===== src/rtl/stepper_motor_step_sequencer_unit_macros.svh =====
// Assertion helpers, clocked on clk_i and held off while rst_ni is low
`ifndef STEPPER_MOTOR_STEP_SEQUENCER_UNIT_MACROS_SVH
`define STEPPER_MOTOR_STEP_SEQUENCER_UNIT_MACROS_SVH

// property must hold in every cycle
`define SMSS_ASSERT(name, prop, msg) \
  name: assert property (@(posedge clk_i) disable iff (!rst_ni) (prop)) else $error(msg);

// when cond holds, prop must hold in the next cycle
`define SMSS_ASSERT_NEXT(name, cond, prop, msg) \
  name: assert property (@(posedge clk_i) disable iff (!rst_ni) (cond) |=> (prop)) \
    else $error(msg);

`endif


===== src/rtl/smss_pkg.sv =====
package smss_pkg;

  localparam int unsigned POS_W   = 16;
  localparam int unsigned CNT_W   = 17;
  localparam int unsigned PCT_W   = 7;
  localparam int unsigned DLY_W   = 8;
  localparam int unsigned PROD_W  = PCT_W + POS_W;
  localparam int unsigned QUO_W   = 17;
  localparam int unsigned IDX_W   = 2;

  // floor(x / 100) = (x * RECIP) >> RECIP_SHIFT, exact for x < 2**PROD_W
  localparam int unsigned RECIP_W     = 24;
  localparam logic [RECIP_W-1:0] RECIP = 24'd10737419;
  localparam int unsigned RECIP_SHIFT = 30;

  localparam logic [DLY_W-1:0] HOME_DELAY = 8'd8;

  typedef enum logic [1:0] {
    OP_TICK = 2'd0,
    OP_MOVE = 2'd1,
    OP_PCT  = 2'd2,
    OP_HOME = 2'd3
  } op_e;

  typedef enum logic [IDX_W-1:0] {
    REG_STEPS_PER_REV = 2'd0,
    REG_DELAY_TICKS   = 2'd1
  } reg_idx_e;

  typedef enum logic [2:0] {
    MODE_IDLE = 3'b001,
    MODE_MOVE = 3'b010,
    MODE_HOME = 3'b100
  } mode_e;

  typedef struct packed {
    mode_e              mode;
    logic [POS_W-1:0]   pos;
    logic [1:0]         phase;
    logic [CNT_W-1:0]   left;
    logic               down;
    logic [DLY_W-1:0]   tick;
    logic [3:0]         coil;
  } state_t;

  typedef struct packed {
    logic stepped;
    logic rejected;
  } flags_t;

  function automatic logic [3:0] coil_pattern(input logic [1:0] ph);
    logic [3:0] pat;
    case (ph)
      2'd0:    pat = 4'h9;
      2'd1:    pat = 4'hA;
      2'd2:    pat = 4'h6;
      default: pat = 4'h5;
    endcase
    return pat;
  endfunction

endpackage


===== src/rtl/smss_step.sv =====
module smss_step import smss_pkg::*; (
  input  state_t                   st_i,
  input  op_e                      op_i,
  input  logic signed [CNT_W-1:0]  cnt_i,
  input  logic [PROD_W-1:0]        prod_i,
  input  logic [QUO_W-1:0]         quo_i,
  input  logic [POS_W-1:0]         steps_i,
  input  logic [DLY_W-1:0]         delay_i,
  output state_t                   st_o,
  output flags_t                   flags_o
);

  function automatic logic can_step(input logic dn, input logic [POS_W-1:0] p,
                                    input logic [POS_W-1:0] lim);
    return dn ? (p != '0) : (p < lim);
  endfunction

  logic [DLY_W-1:0]  tick_inc;
  logic [DLY_W-1:0]  lim;
  logic [POS_W-1:0]  pos_nx;
  logic [1:0]        ph_nx;
  logic [CNT_W-1:0]  left_dec;
  logic [PROD_W-1:0] quo_x100;
  logic              rem_nz;
  logic              quo_ge;
  logic [CNT_W:0]    pct_cnt;
  logic [CNT_W:0]    mv_cnt;
  logic [CNT_W:0]    mv_mag;
  logic              mv_down;

  always_comb begin
    tick_inc = st_i.tick + 8'd1;
    lim      = (delay_i == '0) ? 8'd1 : delay_i;
    pos_nx   = st_i.down ? st_i.pos - 16'd1 : st_i.pos + 16'd1;
    ph_nx    = st_i.down ? st_i.phase - 2'd1 : st_i.phase + 2'd1;
    left_dec = (st_i.left != '0) ? st_i.left - 17'd1 : st_i.left;

    // signed truncation of (A - 100*pos)/100: floor(A/100) above pos, ceil below
    quo_x100 = PROD_W'(quo_i) * PROD_W'(100);
    rem_nz   = (prod_i != quo_x100);
    quo_ge   = ({1'b0, quo_i} >= {2'b00, st_i.pos});
    pct_cnt  = {1'b0, quo_i} - {2'b00, st_i.pos} + {{CNT_W{1'b0}}, ~quo_ge & rem_nz};

    mv_cnt  = (op_i == OP_PCT) ? pct_cnt : {cnt_i[CNT_W-1], cnt_i};
    mv_down = mv_cnt[CNT_W];
    mv_mag  = mv_down ? (~mv_cnt + 18'd1) : mv_cnt;
  end

  always_comb begin
    st_o    = st_i;
    flags_o = '0;
    if (op_i == OP_TICK) begin
      case (st_i.mode)
        MODE_MOVE: begin
          if (tick_inc < lim) begin
            st_o.tick = tick_inc;
          end else begin
            st_o.tick = '0;
            if (!can_step(st_i.down, st_i.pos, steps_i) || st_i.left == '0) begin
              st_o.mode = MODE_IDLE;
            end else begin
              st_o.pos   = pos_nx;
              st_o.phase = ph_nx;
              st_o.coil  = coil_pattern(ph_nx);
              st_o.left  = left_dec;
              flags_o.stepped = 1'b1;
              if (left_dec == '0 || !can_step(st_i.down, pos_nx, steps_i)) begin
                st_o.mode = MODE_IDLE;
              end
            end
          end
        end
        MODE_HOME: begin
          if (tick_inc < HOME_DELAY) begin
            st_o.tick = tick_inc;
          end else begin
            st_o.tick = '0;
            st_o.left = left_dec;
            if (left_dec != '0) begin
              st_o.coil = coil_pattern(left_dec[1:0]);
              flags_o.stepped = 1'b1;
            end else begin
              st_o.pos  = '0;
              st_o.mode = MODE_IDLE;
            end
          end
        end
        default: ;
      endcase
    end else if (st_i.mode != MODE_IDLE) begin
      flags_o.rejected = 1'b1;
    end else begin
      case (op_i)
        OP_MOVE, OP_PCT: begin
          if (mv_mag != '0) begin
            st_o.down = mv_down;
            if (can_step(mv_down, st_i.pos, steps_i)) begin
              st_o.left = mv_mag[CNT_W-1:0];
              st_o.tick = '0;
              st_o.mode = MODE_MOVE;
            end
          end
        end
        OP_HOME: begin
          if (steps_i == '0) begin
            st_o.pos = '0;
          end else begin
            st_o.left = {1'b0, steps_i};
            st_o.coil = coil_pattern(steps_i[1:0]);
            st_o.tick = '0;
            st_o.mode = MODE_HOME;
            flags_o.stepped = 1'b1;
          end
        end
        default: ;
      endcase
    end
  end

endmodule


===== src/rtl/stepper_motor_step_sequencer_unit.sv =====
// Throughput: one request per cycle unless out_stall_i holds the result; a
// three-register pipeline (input product, divide-by-100 by reciprocal, state
// update into the result register).
// The whole pipeline holds while the result waits under out_stall_i.
// Reset: asynchronous, active low; the state's position, phase, counters and coils clear,
// the block is idle, steps_per_rev reads 0 and delay_ticks reads 1.
`include "stepper_motor_step_sequencer_unit_macros.svh"

module stepper_motor_step_sequencer_unit import smss_pkg::*; (
  input  logic                     clk_i,
  input  logic                     rst_ni,
  input  logic                     cfg_valid_i,
  output logic                     cfg_ready_o,
  input  logic [IDX_W-1:0]         cfg_index_i,
  input  logic [POS_W-1:0]         cfg_data_i,
  input  logic                     in_valid_i,
  output logic                     in_stall_o,
  input  logic [1:0]               operation_i,
  input  logic signed [CNT_W-1:0]  step_count_i,
  input  logic [PCT_W-1:0]         percent_i,
  output logic                     out_valid_o,
  input  logic                     out_stall_i,
  output logic [3:0]               coils_o,
  output logic [POS_W-1:0]         position_o,
  output logic                     busy_res_o,
  output logic                     stepped_o,
  output logic                     rejected_o
);

  logic [POS_W-1:0] steps_q;
  logic [DLY_W-1:0] delay_q;

  logic adv;
  logic in_acc;

  logic                    v1_q, v2_q, out_valid_q;
  op_e                     op1_q, op2_q;
  logic signed [CNT_W-1:0] cnt1_q, cnt2_q;
  logic [PROD_W-1:0]       prod1_q, prod2_q;
  logic [QUO_W-1:0]        quo2_q;
  logic [PROD_W+RECIP_W-1:0] recip_prod;

  state_t st_q, st_d;
  flags_t flags;

  logic [3:0]       coils_q;
  logic [POS_W-1:0] pos_q;
  logic             busy_q, stepped_q, rejected_q;

  assign cfg_ready_o = 1'b1;

  always_ff @(posedge clk_i or negedge rst_ni) begin
    if (!rst_ni) begin
      steps_q <= '0;
      delay_q <= 8'd1;
    end else if (cfg_valid_i) begin
      case (reg_idx_e'(cfg_index_i))
        REG_STEPS_PER_REV: steps_q <= cfg_data_i;
        REG_DELAY_TICKS:   delay_q <= cfg_data_i[DLY_W-1:0];
        default: ;
      endcase
    end
  end

  // everything moves together unless a finished result is held
  assign adv        = !(out_valid_q && out_stall_i);
  assign in_stall_o = !adv;
  assign in_acc     = in_valid_i && adv;

  always_ff @(posedge clk_i or negedge rst_ni) begin
    if (!rst_ni) begin
      v1_q        <= 1'b0;
      v2_q        <= 1'b0;
      out_valid_q <= 1'b0;
    end else if (adv) begin
      v1_q        <= in_valid_i;
      v2_q        <= v1_q;
      out_valid_q <= v2_q;
    end
  end

  assign recip_prod = prod1_q * RECIP;

  always_ff @(posedge clk_i) begin
    if (adv) begin
      op1_q   <= op_e'(operation_i);
      cnt1_q  <= step_count_i;
      prod1_q <= PROD_W'(percent_i) * PROD_W'(steps_q);
      op2_q   <= op1_q;
      cnt2_q  <= cnt1_q;
      prod2_q <= prod1_q;
      quo2_q  <= recip_prod[RECIP_SHIFT +: QUO_W];
    end
  end

  smss_step u_step (
    .st_i    (st_q),
    .op_i    (op2_q),
    .cnt_i   (cnt2_q),
    .prod_i  (prod2_q),
    .quo_i   (quo2_q),
    .steps_i (steps_q),
    .delay_i (delay_q),
    .st_o    (st_d),
    .flags_o (flags)
  );

  always_ff @(posedge clk_i or negedge rst_ni) begin
    if (!rst_ni) begin
      st_q <= '{mode: MODE_IDLE, default: '0};
    end else if (adv && v2_q) begin
      st_q <= st_d;
    end
  end

  always_ff @(posedge clk_i) begin
    if (adv && v2_q) begin
      coils_q    <= st_d.coil;
      pos_q      <= st_d.pos;
      busy_q     <= (st_d.mode != MODE_IDLE);
      stepped_q  <= flags.stepped;
      rejected_q <= flags.rejected;
    end
  end

  assign out_valid_o = out_valid_q;
  assign coils_o     = coils_q;
  assign position_o  = pos_q;
  assign busy_res_o  = busy_q;
  assign stepped_o   = stepped_q;
  assign rejected_o  = rejected_q;

  `SMSS_ASSERT(a_busy_has_steps, (st_q.mode == MODE_IDLE) || (st_q.left != '0), "busy, no steps")
  `SMSS_ASSERT(a_home_tick_range, st_q.mode != MODE_HOME || st_q.tick < HOME_DELAY, "home tick")
  `SMSS_ASSERT(a_reject_busy, !(out_valid_q && rejected_q) || busy_q && !stepped_q, "bad reject")
  `SMSS_ASSERT_NEXT(a_accept_loads, in_acc, v1_q, "accepted request lost at input stage")

endmodule

===== config.mk =====
export PLATFORM = sky130hd
export DESIGN_NAME = stepper_motor_step_sequencer_unit
export DESIGN_NICKNAME = d
export VERILOG_FILES = /design/src/rtl/smss_pkg.sv /design/src/rtl/smss_step.sv /design/src/rtl/stepper_motor_step_sequencer_unit.sv
export VERILOG_INCLUDE_DIRS = /design/src /design/src/rtl
export SDC_FILE = /design/constraint.sdc
export NUM_CORES = 1
export LEC_CHECK = 0
export BUFFER_PORTS_ARGS = -buffer_cell sky130_fd_sc_hd__buf_4
export CAP_MARGIN = 20
export CELL_PAD_IN_SITES_DETAIL_PLACEMENT = 1
export CELL_PAD_IN_SITES_GLOBAL_PLACEMENT = 1
export CORE_MARGIN = 3
export CORE_UTILIZATION = 56
export DETAILED_ROUTE_END_ITERATION = 8
export PLACE_DENSITY_LB_ADDON = 0.1
export SLEW_MARGIN = 5
export SYNTH_ARGS = -nofsm -noshare
export SYNTH_HDL_FRONTEND = slang
export SYNTH_HIERARCHICAL = 1
export SYNTH_SLANG_ARGS = --single-unit

===== constraint.sdc =====
create_clock -name clk_i -period 15.9 [get_ports clk_i]
set_clock_uncertainty 0.15 [all_clocks]
set_input_delay 0.795 -clock clk_i [delete_from_list [all_inputs] [get_ports clk_i]]
set_output_delay 0.795 -clock clk_i [all_outputs]
set_load 0.02 [all_outputs]

==> flow_metrics.py <==
metrics = {
    "run_status": {
        "status": "finished, final reports clean",
    },
    "place": {
        "place_inst": 3385,
        "io_buffers": 73,
        "pre_cts_ws_ns": 5.68,
        "finalWeightedCongestion": 0.923,
        "dpl.hpwl_microns": 69700,
    },
    "worst_setup_path": {
        "worstSetupPathType": "reg -> reg",
        "crit_slowest_cell": "o41ai_1",
        "path_max_fanout": 11,
        "end_kind": "register",
        "reg2reg_from": "quo2_q[2]",
        "cpPeakStageDelay_ns": 0.71,
        "reg2regPathDepth": 35,
        "start_kind": "register",
        "timing.rr.end": "busy_res_o",
        "crit_arrival_ns": 10.67,
        "cp.required_ns": 16.04,
        "reg2reg_slack_ns": 5.38,
    },
    "clocking": {
        "postCtsSetupRepairBufs": 0,
        "ctsLongestPathBuffers": 3,
        "clock-root-buffer": "clkbuf_16",
        "clk_pin_slew_ns": 0.06,
        "clk_latency_ns": 0.57,
        "htreeDepth": 1,
        "postCtsResizedCells": 0,
        "clock-sinks": 202,
        "cts_tree": "yes",
        "numCtsBuffers": 27,
    },
    "global_route": {
        "grt_max_degree": 75,
        "grt_first_pass_wirelength_microns": 133000,
        "track_usage_pct": 33.7,
        "grt.overflow.total": 0,
        "grt_pass1_vias": 23900,
        "antenna_found_initial": 3,
    },
    "timing": {
        "slew_headroom_pct": 26.8,
        "timing.final.crit_share_pct": 66.2,
        "max_freq_mhz": 95.0,
        "worstMarginPinSlew_ns": 1.10,
        "tns_ns": 0,
        "hold_viol": 0,
        "setup_viol": 0,
        "finalMaxSlewViolations": 0,
        "fin_ws_ns": 5.38,
        "rsz0062_at_grt": "false",
        "fin_crit_ns": 10.52,
    },
    "yosys": {
        "synth_area_sq_mm": 0.0274,
        "ys.flop_type": "edfxtp_1",
        "yosys-top-cells-area": "fa_1 (21%), ha_1 (20%), edfxtp_1 (14%)",
        "async_reset_ff_share_pct": 38.6,
        "syn-instance-count": 2738,
        "yosysSeqAreaShare_pct": 20.8,
        "yosys_warnings": 6,
        "synth_largest_area_cell": "fa_1",
        "synth_cell_types": 110,
        "synth.avg_cell_area_sq_um": 9.99,
        "synth_fp_nets": 3507,
        "synth_top_cell_area_share_pct": 20.9,
        "synth_edf_count": 124,
        "ys_ff_latch": 202,
    },
    "worst_hold_path": {
        "min_path_cells": 1,
        "hold_path_end": "cnt1_q[8]",
        "hold_path.class": "in -> reg",
        "hold_start": "step_count_i[8]",
    },
    "final_layout": {
        "fillers": 5251,
        "instances_no_fill": 3437,
        "area_growth_pct": 7.77,
        "final_common_cell": "inv_1",
        "final_net_count": 3569,
        "layout-drive-gt1-share_pct": 9.86,
        "final_cell_mix": "inv_1 (477), ha_1 (434), fa_1 (285), nand2_1 (170), edfxtp_1 (124)",
    },
    "run": {
        "cap_violations": 0,
    },
    "detailed_routing": {
        "via_count": 21400,
        "routedWlPerCell_microns": 25.0,
        "wirelength_microns": 85900,
        "vias_per_cell": 6.22,
        "drt-initial-drc-count": 1444,
        "drt-pass1-iter-count": 5,
        "drc": 0,
        "ant_nets": 0,
    },
    "floorplanning": {
        "die_h_microns": 227,
        "rows": 80,
        "fp.dieW_microns": 227,
        "dieArea_sq_mm": 0.0515,
        "initial_core_util_pct": 57.1,
        "core_sq_mm": 0.0479,
        "io-pin-count": 75,
    },
}
## synthesized netlist by cell type, drive strengths merged, types with 14 or more instances
master  number
and3        23
a31oi       29
xnor2       80
xor2        41
nand4       29
o31ai       17
ha         435
o21a        19
fa         285
nand2b      25
clkbuf      42
nand2      172
inv        478
mux2        79
nor4        21
o21ai       99
and2        51
a21oi      107
nor2       107
edfxtp     124
nand3       41
a211oi      15
a22o        14
or3         16
o211ai      14
a21o        48
nor3        56
dfrtp       76
## layer usage
metal,up-vias,track usage [%],share of wire (%),wire length (microns)
met5,-,0,0.015,13
met2,617,58.4,50,42600
li1,9548,-,-,-
met3,208,6.06,5.6,4820
met4,2,12.5,4.1,3530
met1,11000,42.2,41,35000
## critical path: cells and delay by family (launching register included)
kind                     cells  cell delay [ns]
buffers and inverters        3             0.36
AND/OR/NAND/NOR              6             2.07
adder cells (fa/ha/maj)      7             2.51
AO/OA/AOI/OAI               17             4.43
XOR/XNOR                     2             0.22
flip-flops                   1             0.51
## registers in the layout, indices dropped and copies added (netlist names)
signal	flops
stepped_o	1
quo2_q	17
position_o	16
v2_q	1
out_valid_o	1
rejected_o	1
op1_q	2
prod1_q	23
delay_q	8
op2_q	2
coils_o	4
prod2_q	23
steps_q	16
busy_res_o	1
cnt1_q	17
cnt2_q	17
st_q	51
v1_q	1
## logic make-up after synthesis
kind of cell    Yosys count  synth area share [%]
simple gates            596                  11.3
mux                      89                  3.62
other cells               1                0.0137
flops                   202                  20.8
buf+inv                 528                  7.28
fa+ha+maj               720                  40.8
xor+xnor                121                  3.87
compound gates          481                  12.4
## area by class of cell
cell class | count | area [sq um] | share of cell area [%]
timing repair buffer | 83 | 626 | 2.12
tap | 615 | 769 | 2.61
clock buffer | 32 | 767 | 2.60
antenna | 2 | 5.00 | 0.0170
sequential | 202 | 5680 | 19.3
inverter | 478 | 1790 | 6.09
multi-input combinational | 2008 | 19700 | 66.9
clock inverter | 17 | 130 | 0.441
## through the flow
| stage | hold WS [ns] | instance area (sq um) | util [%] |
|---|---|---|---|
| finish | 0.248 | 29500 | 61.5 |
| global route | 0.235 | 29500 | 61.5 |
| CTS | 0.225 | 29500 | 61.5 |
| detailed placement | 0.258 | 28600 | 59.6 |
| global placement | 0.257 | 28600 | 59.6 |
| floorplan | 0.250 | 27400 | - |
## how the worst max path moves through the flow
stage | startpoint | to | slack [ns]
final | quo2_q[2] | busy_res_o | 5.38
after detailed placement | quo2_q[2] | busy_res_o | 5.68
after global placement | quo2_q[2] | busy_res_o | 6.17
after global routing | quo2_q[2] | busy_res_o | 4.88
after floorplan | quo2_q[2] | busy_res_o | 7.33
after CTS | quo2_q[2] | busy_res_o | 5.55
## timing repair
item | in CTS | in global routing
setup endpoints to repair | 0 | 0
endpoints found under the hold margin | 19 | 0
hold buffers | 1 | 0
Power is left out: the tool's default activity adds up to more than one toggle a clock period on the data nets, which glitch-free logic cannot reach.
